**config.mk**
```make
export PLATFORM = sky130hd
export DESIGN_NAME = pitch_scale_quantizer
export DESIGN_NICKNAME = d
export VERILOG_FILES = /design/src/hw/rtl/psq_pkg.sv /design/src/hw/rtl/pitch_scale_quantizer.sv /design/src/hw/rtl/psq_snap.sv
export SDC_FILE = /design/constraint.sdc
export NUM_CORES = 1
export LEC_CHECK = 0
export BUFFER_PORTS_ARGS = -buffer_cell sky130_fd_sc_hd__buf_2
export CORE_ASPECT_RATIO = 0.5
export CORE_UTILIZATION = 45
export CTS_CLUSTER_DIAMETER = 30
export DETAILED_ROUTE_END_ITERATION = 16
export GPL_TIMING_DRIVEN = 1
export SKIP_CTS_REPAIR_TIMING = 1
export SYNTH_ARGS = -nofsm -noshare
export SYNTH_HDL_FRONTEND = slang
export SYNTH_SLANG_ARGS = --single-unit
```
**constraint.sdc**
```tcl
create_clock -name clk -period 14.1 [get_ports clk]
set_clock_uncertainty 0.15 [all_clocks]
set_input_delay 0.705 -clock clk [delete_from_list [all_inputs] [get_ports clk]]
set_output_delay 0.705 -clock clk [all_outputs]
set_load 0.05 [all_outputs]
```
**src/hw/rtl/psq_pkg.sv**
```systemverilog
// Shared constants, scale tables and helper functions for the pitch scale quantizer.
`timescale 1ns / 1ps

package psq_pkg;

  localparam int FIELD_W         = 21;
  localparam int MODE_W          = 3;
  localparam int FRAC_BITS_DEF   = 16;
  localparam int MAX_DEGREES_DEF = 13;

  localparam int TABLE_BITS = 24;
  localparam int Q_W        = TABLE_BITS + 1;
  localparam int SLOTS      = 16;
  localparam int IDX_W      = 4;
  localparam int CNT_W      = 5;
  localparam int TBL_W      = 2;

  localparam int OUT_MAX = (1 << (FIELD_W - 1)) - 1;
  localparam int OUT_MIN = -(1 << (FIELD_W - 1));

  // tenth of a semitone, Q0.24
  localparam logic [Q_W-1:0] TIE_Q24 = Q_W'(139810);

  localparam logic [MODE_W-1:0] MODE_OFF    = 3'd0;
  localparam logic [MODE_W-1:0] MODE_EVEN12 = 3'd1;
  localparam logic [MODE_W-1:0] MODE_EVEN8  = 3'd2;
  localparam logic [MODE_W-1:0] MODE_JUST12 = 3'd3;
  localparam logic [MODE_W-1:0] MODE_JUST8  = 3'd4;

  localparam logic [TBL_W-1:0] TBL_EVEN12 = 2'd0;
  localparam logic [TBL_W-1:0] TBL_EVEN8  = 2'd1;
  localparam logic [TBL_W-1:0] TBL_JUST12 = 2'd2;
  localparam logic [TBL_W-1:0] TBL_JUST8  = 2'd3;

  localparam int CNT12 = 13;
  localparam int CNT8  = 8;

  // Degree tables in Q0.24, padded with the octave.
  localparam logic [Q_W-1:0] EVEN12 [SLOTS] = '{
    25'd0, 25'd1398101, 25'd2796203, 25'd4194304, 25'd5592405, 25'd6990507,
    25'd8388608, 25'd9786709, 25'd11184811, 25'd12582912, 25'd13981013,
    25'd15379115, 25'd16777216, 25'd16777216, 25'd16777216, 25'd16777216
  };
  localparam logic [Q_W-1:0] EVEN8 [SLOTS] = '{
    25'd0, 25'd2796203, 25'd5592405, 25'd6990507, 25'd9786709, 25'd12582912,
    25'd15379115, 25'd16777216, 25'd16777216, 25'd16777216, 25'd16777216,
    25'd16777216, 25'd16777216, 25'd16777216, 25'd16777216, 25'd16777216
  };
  localparam logic [Q_W-1:0] JUST12 [SLOTS] = '{
    25'd0, 25'd1562117, 25'd2850868, 25'd4412985, 25'd5401057, 25'd6963174,
    25'd8251926, 25'd9814042, 25'd11376159, 25'd12364231, 25'd14227027,
    25'd15215099, 25'd16777216, 25'd16777216, 25'd16777216, 25'd16777216
  };
  localparam logic [Q_W-1:0] JUST8 [SLOTS] = '{
    25'd0, 25'd2850868, 25'd5401057, 25'd6963174, 25'd9814042, 25'd12364231,
    25'd15215099, 25'd16777216, 25'd16777216, 25'd16777216, 25'd16777216,
    25'd16777216, 25'd16777216, 25'd16777216, 25'd16777216, 25'd16777216
  };

  function automatic logic [Q_W-1:0] psq_deg_q24(input logic [TBL_W-1:0] tbl,
                                                 input logic [IDX_W-1:0] idx);
    logic [Q_W-1:0] d;
    case (tbl)
      TBL_EVEN12: d = EVEN12[idx];
      TBL_EVEN8:  d = EVEN8[idx];
      TBL_JUST12: d = JUST12[idx];
      TBL_JUST8:  d = JUST8[idx];
      default:    d = EVEN12[idx];
    endcase
    return d;
  endfunction

  // Q0.24 to frac_bits fraction bits, round half up.
  function automatic logic [Q_W-1:0] psq_to_frac(input logic [Q_W-1:0] q24,
                                                 input int frac_bits);
    int          sh;
    logic [Q_W:0] sum;
    sh  = TABLE_BITS - frac_bits;
    sum = {1'b0, q24} + (((Q_W + 1)'(1) << sh) >> 1);
    return Q_W'(sum >> sh);
  endfunction

endpackage

```
**src/hw/rtl/pitch_scale_quantizer.sv**
```systemverilog
// Throughput: one beat per cycle while out_stall is low; input register, single-pass snap logic, output register.
// Stalls propagate back through both registers; no bubbles while out_stall is low.
// Reset (rst, synchronous): clears both valid flags and sets scale_mode to off.
// Top level of the pitch scale quantizer.
`timescale 1ns / 1ps

module pitch_scale_quantizer #(
  parameter int FRAC_BITS   = psq_pkg::FRAC_BITS_DEF,
  parameter int MAX_DEGREES = psq_pkg::MAX_DEGREES_DEF
) (
  input  logic                               clk,
  input  logic                               rst,
  input  logic                               cfg_we,
  input  logic        [psq_pkg::MODE_W-1:0]  cfg_data,
  input  logic                               in_valid,
  output logic                               in_stall,
  input  logic signed [psq_pkg::FIELD_W-1:0] voltage_in,
  output logic                               out_valid,
  input  logic                               out_stall,
  output logic signed [psq_pkg::FIELD_W-1:0] voltage_out
);
  import psq_pkg::*;

  logic [MODE_W-1:0]         scale_mode;
  logic                      held_valid;
  logic signed [FIELD_W-1:0] held_voltage;
  logic signed [FIELD_W-1:0] snap_result;
  logic                      s2_ready;

  assign s2_ready = !out_valid || !out_stall;
  assign in_stall = held_valid && !s2_ready;

  always_ff @(posedge clk) begin
    if (rst) begin
      scale_mode <= MODE_OFF;
    end else if (cfg_we) begin
      scale_mode <= cfg_data;
    end
  end

  always_ff @(posedge clk) begin
    if (rst) begin
      held_valid <= 1'b0;
    end else if (!in_stall) begin
      held_valid <= in_valid;
    end
  end

  always_ff @(posedge clk) begin
    if (in_valid && !in_stall) begin
      held_voltage <= voltage_in;
    end
  end

  psq_snap #(
    .FRAC_BITS   (FRAC_BITS),
    .MAX_DEGREES (MAX_DEGREES)
  ) u_snap (
    .mode    (scale_mode),
    .voltage (held_voltage),
    .result  (snap_result)
  );

  always_ff @(posedge clk) begin
    if (rst) begin
      out_valid <= 1'b0;
    end else if (s2_ready) begin
      out_valid <= held_valid;
    end
  end

  always_ff @(posedge clk) begin
    if (s2_ready && held_valid) begin
      voltage_out <= snap_result;
    end
  end

  a_reset_clears: assert property (@(posedge clk)
    rst |=> !out_valid && !held_valid)
    else $error("valid flags not cleared by reset");

  a_advance: assert property (@(posedge clk) disable iff (rst)
    held_valid && s2_ready |=> out_valid)
    else $error("held beat lost on advance");

  a_drain: assert property (@(posedge clk) disable iff (rst)
    out_valid && !out_stall && !held_valid |=> !out_valid)
    else $error("output beat repeated");

  a_passthru: assert property (@(posedge clk) disable iff (rst)
    held_valid && s2_ready && scale_mode == MODE_OFF
      |=> voltage_out == $past(held_voltage))
    else $error("mode off does not pass the input through");

endmodule

```
**src/hw/rtl/psq_snap.sv**
```systemverilog
// Combinational snap of one pitch value to the nearest degree of the selected scale.
`timescale 1ns / 1ps

module psq_snap #(
  parameter int FRAC_BITS   = psq_pkg::FRAC_BITS_DEF,
  parameter int MAX_DEGREES = psq_pkg::MAX_DEGREES_DEF
) (
  input  logic        [psq_pkg::MODE_W-1:0]  mode,
  input  logic signed [psq_pkg::FIELD_W-1:0] voltage,
  output logic signed [psq_pkg::FIELD_W-1:0] result
);
  import psq_pkg::*;

  localparam int DW   = FRAC_BITS + 1;
  localparam int VW   = ((FIELD_W > FRAC_BITS) ? FIELD_W : FRAC_BITS) + 2;
  localparam int USE12 = (MAX_DEGREES < CNT12) ? MAX_DEGREES : CNT12;
  localparam int USE8  = (MAX_DEGREES < CNT8) ? MAX_DEGREES : CNT8;
  localparam logic [Q_W-1:0] TIE_FULL = psq_to_frac(TIE_Q24, FRAC_BITS);
  localparam logic signed [VW-1:0] SAT_HI = VW'(OUT_MAX);
  localparam logic signed [VW-1:0] SAT_LO = VW'(OUT_MIN);

  logic                 quant;
  logic [TBL_W-1:0]     tbl;
  logic [CNT_W-1:0]     cnt;
  logic [Q_W-1:0]       deg_full [SLOTS];
  logic [DW-1:0]        deg [SLOTS];

  logic signed [VW-1:0] v_ext;
  logic signed [VW-1:0] octave;
  logic signed [VW-1:0] r_sum;
  logic [FRAC_BITS-1:0] f;
  logic [DW-1:0]        f_ext;
  logic [DW-1:0]        lo;
  logic [DW-1:0]        hi;
  logic                 have_hi;
  logic [DW-1:0]        dlo;
  logic [DW-1:0]        dhi;
  logic signed [DW:0]   gap_s;
  logic [DW-1:0]        gap;
  logic [DW-1:0]        tie;
  logic [DW-1:0]        pick;

  always_comb begin
    case (mode)
      MODE_EVEN12: begin quant = 1'b1; tbl = TBL_EVEN12; cnt = CNT_W'(USE12); end
      MODE_EVEN8:  begin quant = 1'b1; tbl = TBL_EVEN8;  cnt = CNT_W'(USE8);  end
      MODE_JUST12: begin quant = 1'b1; tbl = TBL_JUST12; cnt = CNT_W'(USE12); end
      MODE_JUST8:  begin quant = 1'b1; tbl = TBL_JUST8;  cnt = CNT_W'(USE8);  end
      default:     begin quant = 1'b0; tbl = TBL_EVEN12; cnt = '0;            end
    endcase
  end

  for (genvar g = 0; g < SLOTS; g++) begin : g_deg
    assign deg_full[g] = psq_to_frac(psq_deg_q24(tbl, IDX_W'(g)), FRAC_BITS);
    assign deg[g]      = deg_full[g][DW-1:0];
  end

  always_comb begin
    v_ext  = VW'(voltage);
    f      = v_ext[FRAC_BITS-1:0];
    f_ext  = DW'(f);
    octave = v_ext - $signed({{(VW - FRAC_BITS){1'b0}}, f});

    // tables ascend: last degree at or below, first at or above
    lo      = '0;
    hi      = '0;
    have_hi = 1'b0;
    for (int i = 0; i < SLOTS; i++) begin
      if (CNT_W'(i) < cnt) begin
        if (deg[i] <= f_ext) begin
          lo = deg[i];
        end
        if (deg[i] >= f_ext && !have_hi) begin
          hi      = deg[i];
          have_hi = 1'b1;
        end
      end
    end

    dlo   = f_ext - lo;
    dhi   = hi - f_ext;
    gap_s = $signed({1'b0, dhi}) - $signed({1'b0, dlo});
    gap   = gap_s[DW] ? DW'(-gap_s) : gap_s[DW-1:0];
    tie   = TIE_FULL[DW-1:0];

    if (!have_hi || hi == lo || gap < tie) begin
      pick = lo;
    end else begin
      pick = (dhi < dlo) ? hi : lo;
    end

    r_sum = octave + $signed({{(VW - DW){1'b0}}, pick});

    if (!quant) begin
      result = voltage;
    end else if (r_sum > SAT_HI) begin
      result = FIELD_W'(SAT_HI);
    end else if (r_sum < SAT_LO) begin
      result = FIELD_W'(SAT_LO);
    end else begin
      result = r_sum[FIELD_W-1:0];
    end
  end

endmodule
```
==> results.py <==
metrics = {
    "status": {
        "outcome": "complete, no violations",
    },
    "routing": {
        "postRouteAntennaNets": 0,
        "dr.pass1.iters": 7,
        "first_iter_violations": 1469,
        "drc": 0,
        "post_drt_via_cell_ratio": 6.91,
        "wl_per_cell_um": 25.9,
        "finalWirelength_um": 45100,
        "vias": 12000,
    },
    "setup_path": {
        "reg2reg_setup_slack_ns": 0.88,
        "r2r-end": "voltage_out[13]",
        "start_kind": "flip-flop",
        "timing.critical_path.slowest_stage_cell": "a2111o_2",
        "crit_path_end_kind": "flip-flop",
        "reg2reg_from": "scale_mode[2]",
        "cp.arrival_ns": 13.13,
        "critPathKind": "reg -> reg",
        "reg2regPathDepth": 51,
        "crit_fanout": 19,
        "slowest_delay_ns": 0.65,
        "crit_required_ns": 14.01,
    },
    "layout": {
        "final_cell_mix": "ha_1 (156), nor2_1 (138), o21ai_0 (106)",
        "final_area_mm2": 0.0114,
        "final_common_cell": "ha_1",
        "nNetsFinal": 1623,
        "syn_to_final_growth_pct": 9.26,
        "drive_above_1_share_pct": 11.1,
        "antenna-diode-count": 0,
    },
    "clock_tree": {
        "cts_max_level": 2,
        "clkLatencyLatePin_ns": 0.31,
        "cts_root_buf": "clkbuf_16",
        "cts_buffers": 5,
        "clk_pin_slew_ns": 0.08,
        "clockBufferDepth": 2,
        "cts_num_sinks": 47,
        "cts_tree": "yes",
    },
    "floorplan": {
        "dieArea_mm2": 0.0239,
        "die_y_um": 110,
        "rows": 39,
        "pin_count": 52,
        "start_util_pct": 45.9,
        "die_width_um": 218,
        "coreArea_mm2": 0.0228,
    },
    "sta": {
        "finalHoldViolations": 0,
        "period_minus_slack_ns": 13.22,
        "max_freq_mhz": 75.6,
        "period_share_pct": 93.8,
        "slew-limit-headroom_pct": 33.2,
        "tns_ns": 0,
        "grt_setup_unrepaired": "false",
        "worst_pin_slew_ns": 0.998,
        "final_max_slew_viol_count": 0,
        "setup_viol": 0,
    },
    "power_and_ir_drop": {
        "p_leak_uw": 0.00488,
        "p_per_area_mw_per_mm2": 144,
        "p_sw_share_pct": 54.9,
        "p_comb_share_pct": 79.0,
        "p_switching_uw": 904,
        "pwr-share-seq_pct": 11.0,
        "intPower_uw": 742,
        "peakVddDrop_v": 0.000175,
        "power_frac_clock_pct": 10.0,
    },
    "global_routing": {
        "grt_max_degree": 37,
        "track_usage_pct": 37.2,
        "grt_pass1_wl_um": 66500,
        "antenna_found_initial": 1,
        "grt_pass1_vias": 11100,
        "grt-ovfl-total": 0,
    },
    "yosys": {
        "netlist_area_mm2": 0.0105,
        "ys_warn_count": 0,
        "synth.ff_latch_count": 47,
        "synth_cells": 1382,
        "synth.avg_cell_area_um2": 7.58,
        "yosysSeqAreaShare_pct": 13.0,
        "async_flop_share_pct": 0,
        "ys.flop_type": "edfxtp_1",
        "synth.distinct_cells": 105,
        "synth-edff-count": 42,
    },
    "worst_hold_path": {
        "holdCritStartpoint": "held_valid",
        "hold_end": "out_valid",
        "hold_depth": 2,
        "hold_class": "reg -> reg",
    },
    "flow_run": {
        "drv_cap": 0,
    },
    "placement": {
        "io_buffers": 51,
        "placed_area_mm2": 0.0112,
        "gp_congestion": 1.04,
        "place_hpwl_um": 35600,
    },
}
==> how the worst max path moves through the flow <==
stage | start | endpoint | slack [ns] | depth (start not counted)
finish | scale_mode[2] | voltage_out[13] | 0.88 | 51
global route | scale_mode[2] | voltage_out[10] | 0.05 | 51
CTS | scale_mode[1] | voltage_out[13] | 0.68 | 45
detailed placement | scale_mode[1] | voltage_out[10] | 0.72 | 45
global placement | scale_mode[1] | voltage_out[13] | 0.97 | 45
floorplan | scale_mode[2] | voltage_out[10] | 2.61 | 54
==> cell type report <==
cell class	instances	area, um^2
clock buffers	5	125
clock inverters	3	71.3
fillers	2300	11400
inverters	87	330
multi-input cells	1210	8670
flip-flops and latches	47	1360
well taps	307	384
repair buffers	84	503
==> power by group through the flow <==
stage          clock network (uW)  logic [uW]  registers [uW]
2_1_floorplan                   0         927             199
3_3_place_gp                    0        1230             183
3_5_place_dp                    0        1250             183
4_1_cts                       166        1260             180
5_1_grt                       171        1410             182
6_report                      165        1300             181
==> kinds of logic (layout without fill, tap and decap cells) <==
group	count (synthesis)	after routing	synth area share [%]
muxes	11	11	1.08
other	1	5	0.0358
adders and majority gates	160	160	19.3
and+or+nand+nor	524	524	27.1
xor gates and xnor gates	34	34	2.84
DFF	47	47	13.0
AOI/OAI and AO/OA	476	476	31.9
buffers and inverters	129	179	4.79
==> layer usage <==
metal	track usage (%)	share of wire, %	vias to the layer above
met5	0	0	-
met4	13.1	3.3	0
met3	7.30	10	101
met2	57.9	42	706
met1	51.0	44	5788
li1	-	-	5444
==> state kept, by name (all words and copies together), names as in the netlist <==
signal / cells
out_valid: 1
held_valid: 1
scale_mode: 3
held_voltage: 21
voltage_out: 21
==> cells in the mapped netlist, types with 9 or more instances <==
cell type | instances | share of area, %
a211oi_1 | 18 | 1.3
a21boi_0 | 13 | 0.93
a21o_1 | 27 | 1.9
a21oi_1 | 86 | 4.1
a31o_2 | 10 | 0.84
a31oi_1 | 19 | 1.1
a32oi_1 | 12 | 1.0
a41oi_1 | 10 | 0.84
and2_1 | 14 | 0.84
and3_1 | 14 | 0.84
and4_1 | 11 | 0.92
clkbuf_1 | 31 | 1.1
edfxtp_1 | 42 | 12
ha_1 | 156 | 19
inv_1 | 81 | 2.9
mux2i_1 | 9 | 0.86
nand2_1 | 91 | 3.3
nand2b_1 | 35 | 2.1
nand3_1 | 43 | 2.1
nand4_1 | 22 | 1.3
nand4b_1 | 11 | 0.92
nor2_1 | 138 | 4.9
nor2b_1 | 16 | 0.96
nor3_1 | 35 | 1.7
nor4_1 | 15 | 0.90
o211ai_1 | 14 | 1.0
o21a_1 | 12 | 0.86
o21ai_0 | 106 | 5.1
o21ai_1 | 9 | 0.43
o21bai_1 | 9 | 0.64
o31ai_1 | 13 | 0.93
or3_1 | 16 | 0.96
xnor2_1 | 20 | 1.7
xor2_1 | 14 | 1.2
==> worst max-delay path: cells and delay by family, from the launching register on <==
family,cells,cell delay (ns)
AO/OA/AOI/OAI,25,5.79
AND/OR/NAND/NOR,14,3.26
adder cells (fa/ha/maj),6,1.81
buffers and inverters,4,1.06
flip-flops,1,0.61
multiplexers,1,0.17
XOR/XNOR,1,0.13
==> stage by stage <==
stage | worst slack [ns] | total power, uW | hold slack (ns) | instances | util [%]
after global routing | 0.0471 | 1760 | 0.382 | 1743 | 50.1
after floorplan | 2.61 | 1130 | 0.294 | 1386 | -
after global placement | 0.975 | 1420 | 0.301 | 1735 | 49.1
after detailed placement | 0.723 | 1440 | 0.330 | 1735 | 49.1
after CTS | 0.676 | 1610 | 0.348 | 1743 | 50.0
final | 0.880 | 1650 | 0.342 | 1743 | 50.1
Power figures use the tool's default switching activity.
